**src/hdl/pfc_pkg.sv**
```systemverilog
// ----------------------------------------------------------------------------
// pfc_pkg
// shared constants, types and the witness table of the prime check core
// ----------------------------------------------------------------------------
package pfc_pkg;

  localparam int NUM_WIT   = 12;
  localparam int WIT_IDX_W = 4;
  localparam int WIT_W     = 6;
  localparam int DEG_W     = 17;
  localparam int DIV_W     = DEG_W + 1;
  localparam int ADDR_W    = 3;
  localparam int DATA_W    = 32;

  localparam logic [DEG_W-1:0] DEG_RESET = DEG_W'(1024);

  // register index taken from the word address
  localparam logic REG_RING_DEGREE = 1'b0;

  typedef enum logic [9:0] {
    S_IDLE   = 10'b00_0000_0001,
    S_SHIFT  = 10'b00_0000_0010,
    S_WIT    = 10'b00_0000_0100,
    S_PSTEP  = 10'b00_0000_1000,
    S_PMUL_W = 10'b00_0001_0000,
    S_PSQ_W  = 10'b00_0010_0000,
    S_CHECK  = 10'b00_0100_0000,
    S_LOOP   = 10'b00_1000_0000,
    S_LOOP_W = 10'b01_0000_0000,
    S_FIN    = 10'b10_0000_0000
  } pfc_state_t;

  function automatic logic [WIT_W-1:0] witness_val(input logic [WIT_IDX_W-1:0] idx);
    logic [WIT_W-1:0] v;
    case (idx)
      4'd0:    v = 6'd2;
      4'd1:    v = 6'd3;
      4'd2:    v = 6'd5;
      4'd3:    v = 6'd7;
      4'd4:    v = 6'd11;
      4'd5:    v = 6'd13;
      4'd6:    v = 6'd17;
      4'd7:    v = 6'd19;
      4'd8:    v = 6'd23;
      4'd9:    v = 6'd29;
      4'd10:   v = 6'd31;
      4'd11:   v = 6'd37;
      default: v = 6'd2;
    endcase
    return v;
  endfunction

endpackage

```
**src/hdl/pfc_mulmod.sv**
```systemverilog
// ----------------------------------------------------------------------------
// pfc_mulmod
// bit-serial modular multiplier, one multiplier bit per cycle
// ----------------------------------------------------------------------------
module pfc_mulmod #(
  parameter int WIDTH = 64
) (
  input  logic             clk,
  input  logic             rst_n,
  input  logic             start,
  input  logic [WIDTH-1:0] op_a,
  input  logic [WIDTH-1:0] op_b,
  input  logic [WIDTH-1:0] modulus,
  output logic             busy,
  output logic             done,
  output logic [WIDTH-1:0] prod
);

  localparam int CNT_W = $clog2(WIDTH);

  logic [WIDTH-1:0] a_r, a_nxt, b_r, b_nxt, m_r, m_nxt, acc_r, acc_nxt;
  logic [CNT_W-1:0] cnt_r, cnt_nxt;
  logic             busy_r, busy_nxt, done_r, done_nxt;
  logic [WIDTH+1:0] sum;
  logic [WIDTH+2:0] d1, d2;
  logic [WIDTH-1:0] step_val;

  // acc, a < m so 2*acc + a < 3m: reduce by m or 2m
  always_comb begin
    sum = {1'b0, acc_r, 1'b0} + {2'b00, (b_r[WIDTH-1] ? a_r : '0)};
    d1  = {1'b0, sum} - {3'b000, m_r};
    d2  = {1'b0, sum} - {2'b00, m_r, 1'b0};
    if (!d2[WIDTH+2]) begin
      step_val = d2[WIDTH-1:0];
    end else if (!d1[WIDTH+2]) begin
      step_val = d1[WIDTH-1:0];
    end else begin
      step_val = sum[WIDTH-1:0];
    end
  end

  always_comb begin
    a_nxt    = a_r;
    b_nxt    = b_r;
    m_nxt    = m_r;
    acc_nxt  = acc_r;
    cnt_nxt  = cnt_r;
    busy_nxt = busy_r;
    done_nxt = 1'b0;
    if (start) begin
      a_nxt    = op_a;
      b_nxt    = op_b;
      m_nxt    = modulus;
      acc_nxt  = '0;
      cnt_nxt  = CNT_W'(WIDTH - 1);
      busy_nxt = 1'b1;
    end else if (busy_r) begin
      acc_nxt = step_val;
      b_nxt   = {b_r[WIDTH-2:0], 1'b0};
      cnt_nxt = cnt_r - 1'b1;
      if (cnt_r == '0) begin
        busy_nxt = 1'b0;
        done_nxt = 1'b1;
      end
    end
  end

  always_ff @(posedge clk) begin
    if (!rst_n) begin
      busy_r <= 1'b0;
      done_r <= 1'b0;
    end else begin
      busy_r <= busy_nxt;
      done_r <= done_nxt;
    end
  end

  always_ff @(posedge clk) begin
    a_r   <= a_nxt;
    b_r   <= b_nxt;
    m_r   <= m_nxt;
    acc_r <= acc_nxt;
    cnt_r <= cnt_nxt;
  end

  assign busy = busy_r;
  assign done = done_r;
  assign prod = acc_r;

endmodule

```
**src/hdl/pfc_rem.sv**
```systemverilog
// ----------------------------------------------------------------------------
// pfc_rem
// restoring remainder of the candidate by twice the ring degree
// ----------------------------------------------------------------------------
module pfc_rem
  import pfc_pkg::*;
#(
  parameter int WIDTH = 64
) (
  input  logic             clk,
  input  logic             rst_n,
  input  logic             start,
  input  logic [WIDTH-1:0] dividend,
  input  logic [DIV_W-1:0] divisor,
  output logic             busy,
  output logic [DIV_W-1:0] rem
);

  localparam int CNT_W = $clog2(WIDTH);

  logic [WIDTH-1:0] q_r, q_nxt;
  logic [DIV_W-1:0] rem_r, rem_nxt;
  logic [CNT_W-1:0] cnt_r, cnt_nxt;
  logic             busy_r, busy_nxt;
  logic [DIV_W:0]   trial;
  logic [DIV_W+1:0] diff;

  always_comb begin
    trial    = {rem_r, q_r[WIDTH-1]};
    diff     = {1'b0, trial} - {2'b00, divisor};
    q_nxt    = q_r;
    rem_nxt  = rem_r;
    cnt_nxt  = cnt_r;
    busy_nxt = busy_r;
    if (start) begin
      q_nxt    = dividend;
      rem_nxt  = '0;
      cnt_nxt  = CNT_W'(WIDTH - 1);
      busy_nxt = 1'b1;
    end else if (busy_r) begin
      rem_nxt = diff[DIV_W+1] ? trial[DIV_W-1:0] : diff[DIV_W-1:0];
      q_nxt   = {q_r[WIDTH-2:0], 1'b0};
      cnt_nxt = cnt_r - 1'b1;
      if (cnt_r == '0) begin
        busy_nxt = 1'b0;
      end
    end
  end

  always_ff @(posedge clk) begin
    if (!rst_n) begin
      busy_r <= 1'b0;
    end else begin
      busy_r <= busy_nxt;
    end
  end

  always_ff @(posedge clk) begin
    q_r   <= q_nxt;
    rem_r <= rem_nxt;
    cnt_r <= cnt_nxt;
  end

  assign busy = busy_r;
  assign rem  = rem_r;

endmodule

```
**src/hdl/ntt_friendly_prime_check_core.sv**
```systemverilog
// ----------------------------------------------------------------------------
// ntt_friendly_prime_check_core
// deterministic miller-rabin test of one candidate per item, with a check
// that the candidate is 1 modulo twice the ring degree
// ----------------------------------------------------------------------------
//  channel  | ports                                    | moves
//  ---------+------------------------------------------+--------------------------
//  input    | in_valid, in_ready, in_candidate_modulus | one candidate per item
//  result   | out_valid, out_ready, out_*_flag         | prime and friendly flags
//  config   | cfg_psel ... cfg_pready (apb style)      | ring_degree at address 0
//
//  the time one item takes is set by the single bit-serial modular
//  multiplier that every exponentiation and squaring goes through;
//  small and even candidates finish once the remainder unit is done
//  in_ready is high only in the idle state; a finished item waits in the
//  output register, and a new item is taken while it waits
//  rst_n is synchronous; ring_degree resets to 1024
// ----------------------------------------------------------------------------
module ntt_friendly_prime_check_core
  import pfc_pkg::*;
#(
  parameter int WIDTH = 64
) (
  input  logic              clk,
  input  logic              rst_n,
  input  logic              in_valid,
  output logic              in_ready,
  input  logic [63:0]       in_candidate_modulus,
  output logic              out_valid,
  input  logic              out_ready,
  output logic              out_is_prime_flag,
  output logic              out_ntt_friendly_flag,
  input  logic              cfg_psel,
  input  logic              cfg_penable,
  input  logic              cfg_pwrite,
  input  logic [ADDR_W-1:0] cfg_paddr,
  input  logic [DATA_W-1:0] cfg_pwdata,
  output logic [DATA_W-1:0] cfg_prdata,
  output logic              cfg_pready
);

  localparam int CNT_W = $clog2(WIDTH);

  pfc_state_t       state_r, state_nxt;
  logic [WIDTH-1:0] n_r, n_nxt;       // candidate
  logic [WIDTH-1:0] d_r, d_nxt;       // odd part of n-1
  logic [CNT_W-1:0] r_r, r_nxt;       // power of two in n-1
  logic [CNT_W-1:0] i_r, i_nxt;       // squarings left
  logic [WIDTH-1:0] e_r, e_nxt;       // exponent bits left
  logic [WIDTH-1:0] res_r, res_nxt;   // running power, then x
  logic [WIDTH-1:0] sq_r, sq_nxt;     // base squared up
  logic [WIT_IDX_W-1:0] wit_r, wit_nxt;
  logic             prime_r, prime_nxt;
  logic [DEG_W-1:0] deg_r, deg_nxt;
  logic             out_valid_r, out_valid_nxt;
  logic             out_prime_r, out_prime_nxt;
  logic             out_friendly_r, out_friendly_nxt;

  logic [WIDTH-1:0] cand;
  logic [WIDTH-1:0] n_m1;
  logic [WIDTH-1:0] wit_ext;
  logic             in_fire;
  logic             cfg_wr;

  logic             mm_start, mm_busy, mm_done;
  logic [WIDTH-1:0] mm_a, mm_b, mm_prod;
  logic             rem_busy;
  logic [DIV_W-1:0] rem_val, two_n;

  assign cand     = in_candidate_modulus[WIDTH-1:0];
  assign n_m1     = n_r - 1'b1;
  assign wit_ext  = {{(WIDTH-WIT_W){1'b0}}, witness_val(wit_r)};
  assign in_ready = (state_r == S_IDLE);
  assign in_fire  = in_valid && in_ready;
  assign two_n    = {deg_r, 1'b0};

  // config port, zero wait states
  assign cfg_pready = 1'b1;
  assign cfg_wr     = cfg_psel && cfg_penable && cfg_pwrite && cfg_pready;
  assign cfg_prdata = (cfg_paddr[2] == REG_RING_DEGREE) ?
                      {{(DATA_W-DEG_W){1'b0}}, deg_r} : '0;
  assign deg_nxt    = (cfg_wr && cfg_paddr[2] == REG_RING_DEGREE) ?
                      cfg_pwdata[DEG_W-1:0] : deg_r;

  pfc_mulmod #(.WIDTH(WIDTH)) u_mulmod (
    .clk     (clk),
    .rst_n   (rst_n),
    .start   (mm_start),
    .op_a    (mm_a),
    .op_b    (mm_b),
    .modulus (n_r),
    .busy    (mm_busy),
    .done    (mm_done),
    .prod    (mm_prod)
  );

  pfc_rem #(.WIDTH(WIDTH)) u_rem (
    .clk      (clk),
    .rst_n    (rst_n),
    .start    (in_fire),
    .dividend (cand),
    .divisor  (two_n),
    .busy     (rem_busy),
    .rem      (rem_val)
  );

  // sequencer
  always_comb begin
    state_nxt        = state_r;
    n_nxt            = n_r;
    d_nxt            = d_r;
    r_nxt            = r_r;
    i_nxt            = i_r;
    e_nxt            = e_r;
    res_nxt          = res_r;
    sq_nxt           = sq_r;
    wit_nxt          = wit_r;
    prime_nxt        = prime_r;
    out_prime_nxt    = out_prime_r;
    out_friendly_nxt = out_friendly_r;
    out_valid_nxt    = out_ready ? 1'b0 : out_valid_r;
    mm_start         = 1'b0;
    mm_a             = sq_r;
    mm_b             = sq_r;
    unique case (state_r)
      S_IDLE: begin
        if (in_valid) begin
          n_nxt   = cand;
          d_nxt   = cand - 1'b1;
          r_nxt   = '0;
          wit_nxt = '0;
          if (cand[WIDTH-1:1] == '0) begin
            // zero and one
            prime_nxt = 1'b0;
            state_nxt = S_FIN;
          end else if (cand[WIDTH-1:2] == '0) begin
            // two and three
            prime_nxt = 1'b1;
            state_nxt = S_FIN;
          end else if (!cand[0]) begin
            prime_nxt = 1'b0;
            state_nxt = S_FIN;
          end else begin
            state_nxt = S_SHIFT;
          end
        end
      end
      S_SHIFT: begin
        if (d_r[0]) begin
          state_nxt = S_WIT;
        end else begin
          d_nxt = {1'b0, d_r[WIDTH-1:1]};
          r_nxt = r_r + 1'b1;
        end
      end
      S_WIT: begin
        if (wit_r == WIT_IDX_W'(NUM_WIT)) begin
          prime_nxt = 1'b1;
          state_nxt = S_FIN;
        end else if (wit_ext >= n_r) begin
          wit_nxt = wit_r + 1'b1;
        end else begin
          res_nxt   = WIDTH'(1);
          sq_nxt    = wit_ext;
          e_nxt     = d_r;
          state_nxt = S_PSTEP;
        end
      end
      S_PSTEP: begin
        if (e_r == '0) begin
          state_nxt = S_CHECK;
        end else if (e_r[0]) begin
          mm_start  = 1'b1;
          mm_a      = res_r;
          state_nxt = S_PMUL_W;
        end else begin
          mm_start  = 1'b1;
          state_nxt = S_PSQ_W;
        end
      end
      S_PMUL_W: begin
        if (mm_done) begin
          res_nxt   = mm_prod;
          mm_start  = 1'b1;
          state_nxt = S_PSQ_W;
        end
      end
      S_PSQ_W: begin
        if (mm_done) begin
          sq_nxt    = mm_prod;
          e_nxt     = {1'b0, e_r[WIDTH-1:1]};
          state_nxt = S_PSTEP;
        end
      end
      S_CHECK: begin
        if (res_r == WIDTH'(1) || res_r == n_m1) begin
          wit_nxt   = wit_r + 1'b1;
          state_nxt = S_WIT;
        end else begin
          i_nxt     = r_r - 1'b1;
          state_nxt = S_LOOP;
        end
      end
      S_LOOP: begin
        if (i_r == '0) begin
          // no square reached n-1: composite
          prime_nxt = 1'b0;
          state_nxt = S_FIN;
        end else begin
          mm_start  = 1'b1;
          mm_a      = res_r;
          mm_b      = res_r;
          i_nxt     = i_r - 1'b1;
          state_nxt = S_LOOP_W;
        end
      end
      S_LOOP_W: begin
        if (mm_done) begin
          res_nxt = mm_prod;
          if (mm_prod == n_m1) begin
            wit_nxt   = wit_r + 1'b1;
            state_nxt = S_WIT;
          end else begin
            state_nxt = S_LOOP;
          end
        end
      end
      S_FIN: begin
        if (!rem_busy && (!out_valid_r || out_ready)) begin
          out_valid_nxt    = 1'b1;
          out_prime_nxt    = prime_r;
          out_friendly_nxt = prime_r && (deg_r != '0) && (rem_val == DIV_W'(1));
          state_nxt        = S_IDLE;
        end
      end
      default: begin
        state_nxt = S_IDLE;
      end
    endcase
  end

  always_ff @(posedge clk) begin
    if (!rst_n) begin
      state_r     <= S_IDLE;
      out_valid_r <= 1'b0;
      deg_r       <= DEG_RESET;
    end else begin
      state_r     <= state_nxt;
      out_valid_r <= out_valid_nxt;
      deg_r       <= deg_nxt;
    end
  end

  always_ff @(posedge clk) begin
    n_r            <= n_nxt;
    d_r            <= d_nxt;
    r_r            <= r_nxt;
    i_r            <= i_nxt;
    e_r            <= e_nxt;
    res_r          <= res_nxt;
    sq_r           <= sq_nxt;
    wit_r          <= wit_nxt;
    prime_r        <= prime_nxt;
    out_prime_r    <= out_prime_nxt;
    out_friendly_r <= out_friendly_nxt;
  end

  assign out_valid             = out_valid_r;
  assign out_is_prime_flag     = out_prime_r;
  assign out_ntt_friendly_flag = out_friendly_r;

  // the shared multiplier is never restarted while it runs
  a_mm_no_overlap: assert property (@(posedge clk) disable iff (!rst_n)
    mm_start |-> !mm_busy)
    else $error("multiplier restarted while busy");

  // a new candidate is never taken while the multiplier still runs
  a_idle_quiet: assert property (@(posedge clk) disable iff (!rst_n)
    in_ready |-> !mm_busy)
    else $error("idle while multiplier busy");

  // friendliness implies primality
  a_friendly_prime: assert property (@(posedge clk) disable iff (!rst_n)
    (out_valid && out_ntt_friendly_flag) |-> out_is_prime_flag)
    else $error("friendly flag without prime flag");

  // a new result only ever comes out of the finish state
  a_out_from_fin: assert property (@(posedge clk) disable iff (!rst_n)
    (out_valid && !$past(out_valid && !out_ready)) |-> $past(state_r == S_FIN))
    else $error("result loaded outside finish state");

endmodule
```
**config.mk**
```make
export PLATFORM = sky130hd
export DESIGN_NAME = ntt_friendly_prime_check_core
export DESIGN_NICKNAME = d
export VERILOG_FILES = /design/src/hdl/pfc_pkg.sv /design/src/hdl/pfc_mulmod.sv /design/src/hdl/pfc_rem.sv /design/src/hdl/ntt_friendly_prime_check_core.sv
export SDC_FILE = /design/constraint.sdc
export NUM_CORES = 2
export LEC_CHECK = 0
export BUFFER_PORTS_ARGS = -buffer_cell sky130_fd_sc_hd__buf_4
export CELL_PAD_IN_SITES_DETAIL_PLACEMENT = 1
export CELL_PAD_IN_SITES_GLOBAL_PLACEMENT = 1
export CORE_MARGIN = 8
export CORE_UTILIZATION = 44
export CTS_CLUSTER_SIZE = 40
export DETAILED_ROUTE_END_ITERATION = 12
export PLACE_DENSITY = 0.73
export SLEW_MARGIN = 30
export SYNTH_ARGS = -nofsm -noshare
export SYNTH_HDL_FRONTEND = slang
export SYNTH_SLANG_ARGS = --single-unit
```
**constraint.sdc**
```tcl
create_clock -name clk -period 14.1 [get_ports clk]
set_input_delay 0.705 -clock clk [delete_from_list [all_inputs] [get_ports clk]]
set_output_delay 0.705 -clock clk [all_outputs]
set_load 0.01 [all_outputs]
```
==> flow_metrics.py <==
metrics = {
    "routing": {
        "drcViolationCount": 0,
        "totalWireLength_um": 178000,
        "viasPerCell": 6.13,
        "wl_per_cell_um": 26.5,
        "dr.pass1.iters": 5,
        "num_vias": 41300,
        "first_iter_violations": 3684,
        "ant_nets": 0,
    },
    "die": {
        "initial_core_util": 0.442,
        "die_h_um": 346,
        "ios": 143,
        "std_cell_rows": 121,
        "die_x_um": 346,
        "core_area_um2": 109000,
        "die_area_um2": 120000,
    },
    "timing": {
        "hold_slack_ns": 0.265,
        "tightest_slew_ns": 1.08,
        "fin_skew_ns": 0.0241,
        "slew_headroom": 0.274,
        "setup-tns-final_ns": 0,
        "fmax_ghz": 0.110,
        "finalHoldViolCount": 0,
        "slew_viol_final": 0,
        "rsz0062_at_grt": "false",
        "report.final.setup_viol": 0,
        "finalCritPeriodShare": 0.648,
        "finalCriticalPeriod_ns": 9.13,
    },
    "outcome": {
        "status": "complete, no violations",
    },
    "cts": {
        "path_clk_slew_ns": 0.06,
        "post_cts_buffers": 0,
        "cts_tree": "yes",
        "cts-resized-gates": 0,
        "htree_levels": 3,
        "cts_buffers": 86,
        "cts_buffer_depth": 3,
        "root_buffer": "clkbuf_16",
        "clock_latency_ns": 0.66,
        "cts_num_sinks": 726,
        "holdBufCountCts": 0,
    },
    "yosys": {
        "ys.flop_type": "edfxtp_1",
        "synth_warnings": 0,
        "syn_inst": 5245,
        "syn_avg_cell_area_um2": 9.15,
        "yosysSeqAreaShare": 0.427,
        "synth_edf_count": 595,
        "ys_seq_elements": 726,
        "synthArstFlopShare": 0,
        "synth_area_um2": 48000,
        "yosysUniqueCellTypes": 97,
    },
    "pwr": {
        "swShare": 0.323,
        "finalPower_mw": 6.70,
        "power_density_nw_per_um2": 126,
        "seqPwrFrac": 0.455,
        "p_int_mw": 4.53,
        "p_comb_frac": 0.206,
        "p_leak_nw": 20.5,
        "clkPwrFrac": 0.338,
        "peakVddDrop_uv": 121,
        "power_switching_mw": 2.17,
    },
    "critical_path": {
        "cp.arrival_ns": 9.68,
        "crit_type": "flop to flop",
        "cp.required_ns": 14.65,
        "startpoint": "u_mulmod.b_r[63]",
        "slowest_stage": "edfxtp_1",
        "timing.rr.start": "u_mulmod.b_r[63]",
        "setup.worst_path.start_class": "flop",
        "end_kind": "flop",
        "cp_max_fo": 61,
        "critPathMaxStageDelay_ns": 0.76,
    },
    "global_routing": {
        "grt_overflow": 0,
        "use_met2": 0.447,
        "met3_usage": 0.0349,
        "grt_busiest_layer": "met2",
        "grt_util_met1": 0.412,
        "grt_pass1_wl_um": 267000,
        "antenna_found_initial": 9,
        "grt_start_max_net_pins": 101,
        "grt_pass1_vias": 41700,
        "gr-usage-all-layers": 0.287,
    },
    "layout": {
        "multi_input_area_um2": 25800,
        "drive_gt1_frac": 0.0849,
        "seq_area_um2": 20500,
        "fillers": 12400,
        "stdcell_count": 6734,
        "final_util": 0.488,
        "nNetsFinal": 5580,
        "synthToLayoutAreaGrowth_pct": 10.4,
    },
    "run": {
        "maxCapViolCount": 0,
    },
    "worst_hold_path": {
        "hold_class": "input port to flop",
        "worstHoldStart": "in_candidate_modulus[52]",
    },
    "placed_design": {
        "gp_congestion": 1.02,
        "dp.cells": 6568,
        "port_buffers": 109,
        "dpl.hpwl_um": 136000,
    },
}
==> layout make-up <==
type	instances	share of cell area
Multi-Input combinational cell	4062	0.487
Sequential cell	726	0.387
Clock buffer	110	0.0443
Tap cell	1414	0.0334
Timing Repair Buffer	173	0.0251
Inverter	194	0.0139
Clock inverter	48	0.00928
Antenna cell	7	0.000331
==> final timing paths <==
check	to	slack (ns)	cells past startpoint
worst max-delay path	u_mulmod.prod[1]	4.97	29
worst min-delay path	n_r[52]	0.27	1
worst max register to register	u_mulmod.prod[1]	4.97	29
worst min register to register	deg_r[14]	0.49	2
==> cell usage in the layout (no fill, tap or decap), types with 104 or more instances in the layout <==
master	Yosys	layout
o21ai_0	251	249
a21o_1	126	126
dfxtp_1	131	130
a21oi_1	413	412
inv_1	193	189
buf_4	16	167
xor2_1	134	134
xnor2_1	249	249
and2_1	193	192
ha_1	227	227
nor4_1	106	104
nand2_1	820	815
nor2_1	342	339
edfxtp_1	595	595
a31oi_1	107	106
==> critical path: cells and delay by family (launching register included) <==
| family | cells | cell delay, ns |
|---|---|---|
| flip-flops | 1 | 0.76 |
| XOR/XNOR | 1 | 0.73 |
| adder cells (fa/ha/maj) | 3 | 1.04 |
| AND/OR/NAND/NOR | 5 | 1.05 |
| buffers and inverters | 2 | 0.73 |
| AO/OA/AOI/OAI | 18 | 4.61 |
==> layer usage <==
| metal | up-vias | wire (um) | share of wire |
|---|---|---|---|
| met4 | 0 | 6350 | 0.036 |
| met1 | 20700 | 82300 | 0.46 |
| met5 | - | 0 | 0 |
| met2 | 1286 | 78500 | 0.44 |
| met3 | 264 | 11300 | 0.063 |
| li1 | 19100 | - | - |
==> per-stage QoR <==
stage          instance area (um^2)  worst slack (ns)
4_1_cts                       52900              5.12
5_1_grt                       53000              4.51
2_1_floorplan                 48000              7.10
3_5_place_dp                  50100              5.17
6_report                      53000              4.97
3_3_place_gp                  50100              5.35
==> power groups by stage <==
stage	Combinational [mW]	Sequential (mW)	Clock, mW
floorplan	1.05	2.89	0
global placement	1.32	3.06	0
detailed placement	1.36	3.08	0
CTS	1.38	3.03	2.31
global route	1.53	3.07	2.38
finish	1.38	3.05	2.27
==> flip-flops by register name, summed over array words and instances (netlist names), 4 cells and up <==
name	count
e_r	64
n_r	64
u_mulmod.b_r	64
i_r	6
wit_ext	6
r_r	6
sq_r	64
u_mulmod.prod	64
state_r	10
wit_r	4
u_mulmod.m_r	64
d_r	64
u_mulmod.a_r	64
u_mulmod.cnt_r	6
u_rem.rem	18
u_rem.q_r	64
res_r	64
u_rem.cnt_r	6
deg_r	17
==> Yosys cell counts, types with 23 or more instances <==
library cell / count / share of area
a21boi_0: 30 / 0.0047
a31oi_1: 107 / 0.014
o21bai_1: 36 / 0.0056
mux2i_1: 40 / 0.0083
clkbuf_1: 237 / 0.019
mux2_2: 66 / 0.015
a211oi_1: 52 / 0.0081
o211ai_1: 25 / 0.0039
and2_1: 193 / 0.025
edfxtp_1: 595 / 0.37
a21o_1: 126 / 0.020
nor3_1: 98 / 0.010
nor4_1: 106 / 0.014
a22oi_1: 24 / 0.0038
inv_1: 193 / 0.015
nand2_1: 820 / 0.064
nand3_1: 80 / 0.0083
and3_1: 40 / 0.0052
o21ai_0: 251 / 0.026
nor3b_1: 23 / 0.0036
nor2b_1: 54 / 0.0070
or4_1: 27 / 0.0042
a21oi_1: 413 / 0.043
nand2b_1: 48 / 0.0063
dfxtp_1: 131 / 0.055
xnor2_1: 249 / 0.045
nor2_1: 342 / 0.027
ha_1: 227 / 0.059
xor2_1: 134 / 0.024
o21a_1: 32 / 0.0050
nand4_1: 89 / 0.012
or3_1: 30 / 0.0039
==> cell families (layout without fill, tap and decap cells) <==
group                      count (synthesis)  after routing  synth area share
xor gates and xnor gates                 394            394            0.0751
muxes                                    108            108            0.0246
AOI/OAI and AO/OA                       1279           1279             0.167
buffers and inverters                    471            525            0.0391
and+or+nand+nor                         2034           2034             0.206
adders and majority gates                231            231            0.0609
DFF                                      726            726             0.427
other                                      2             23          0.000156
Power figures use the tool's default switching activity.
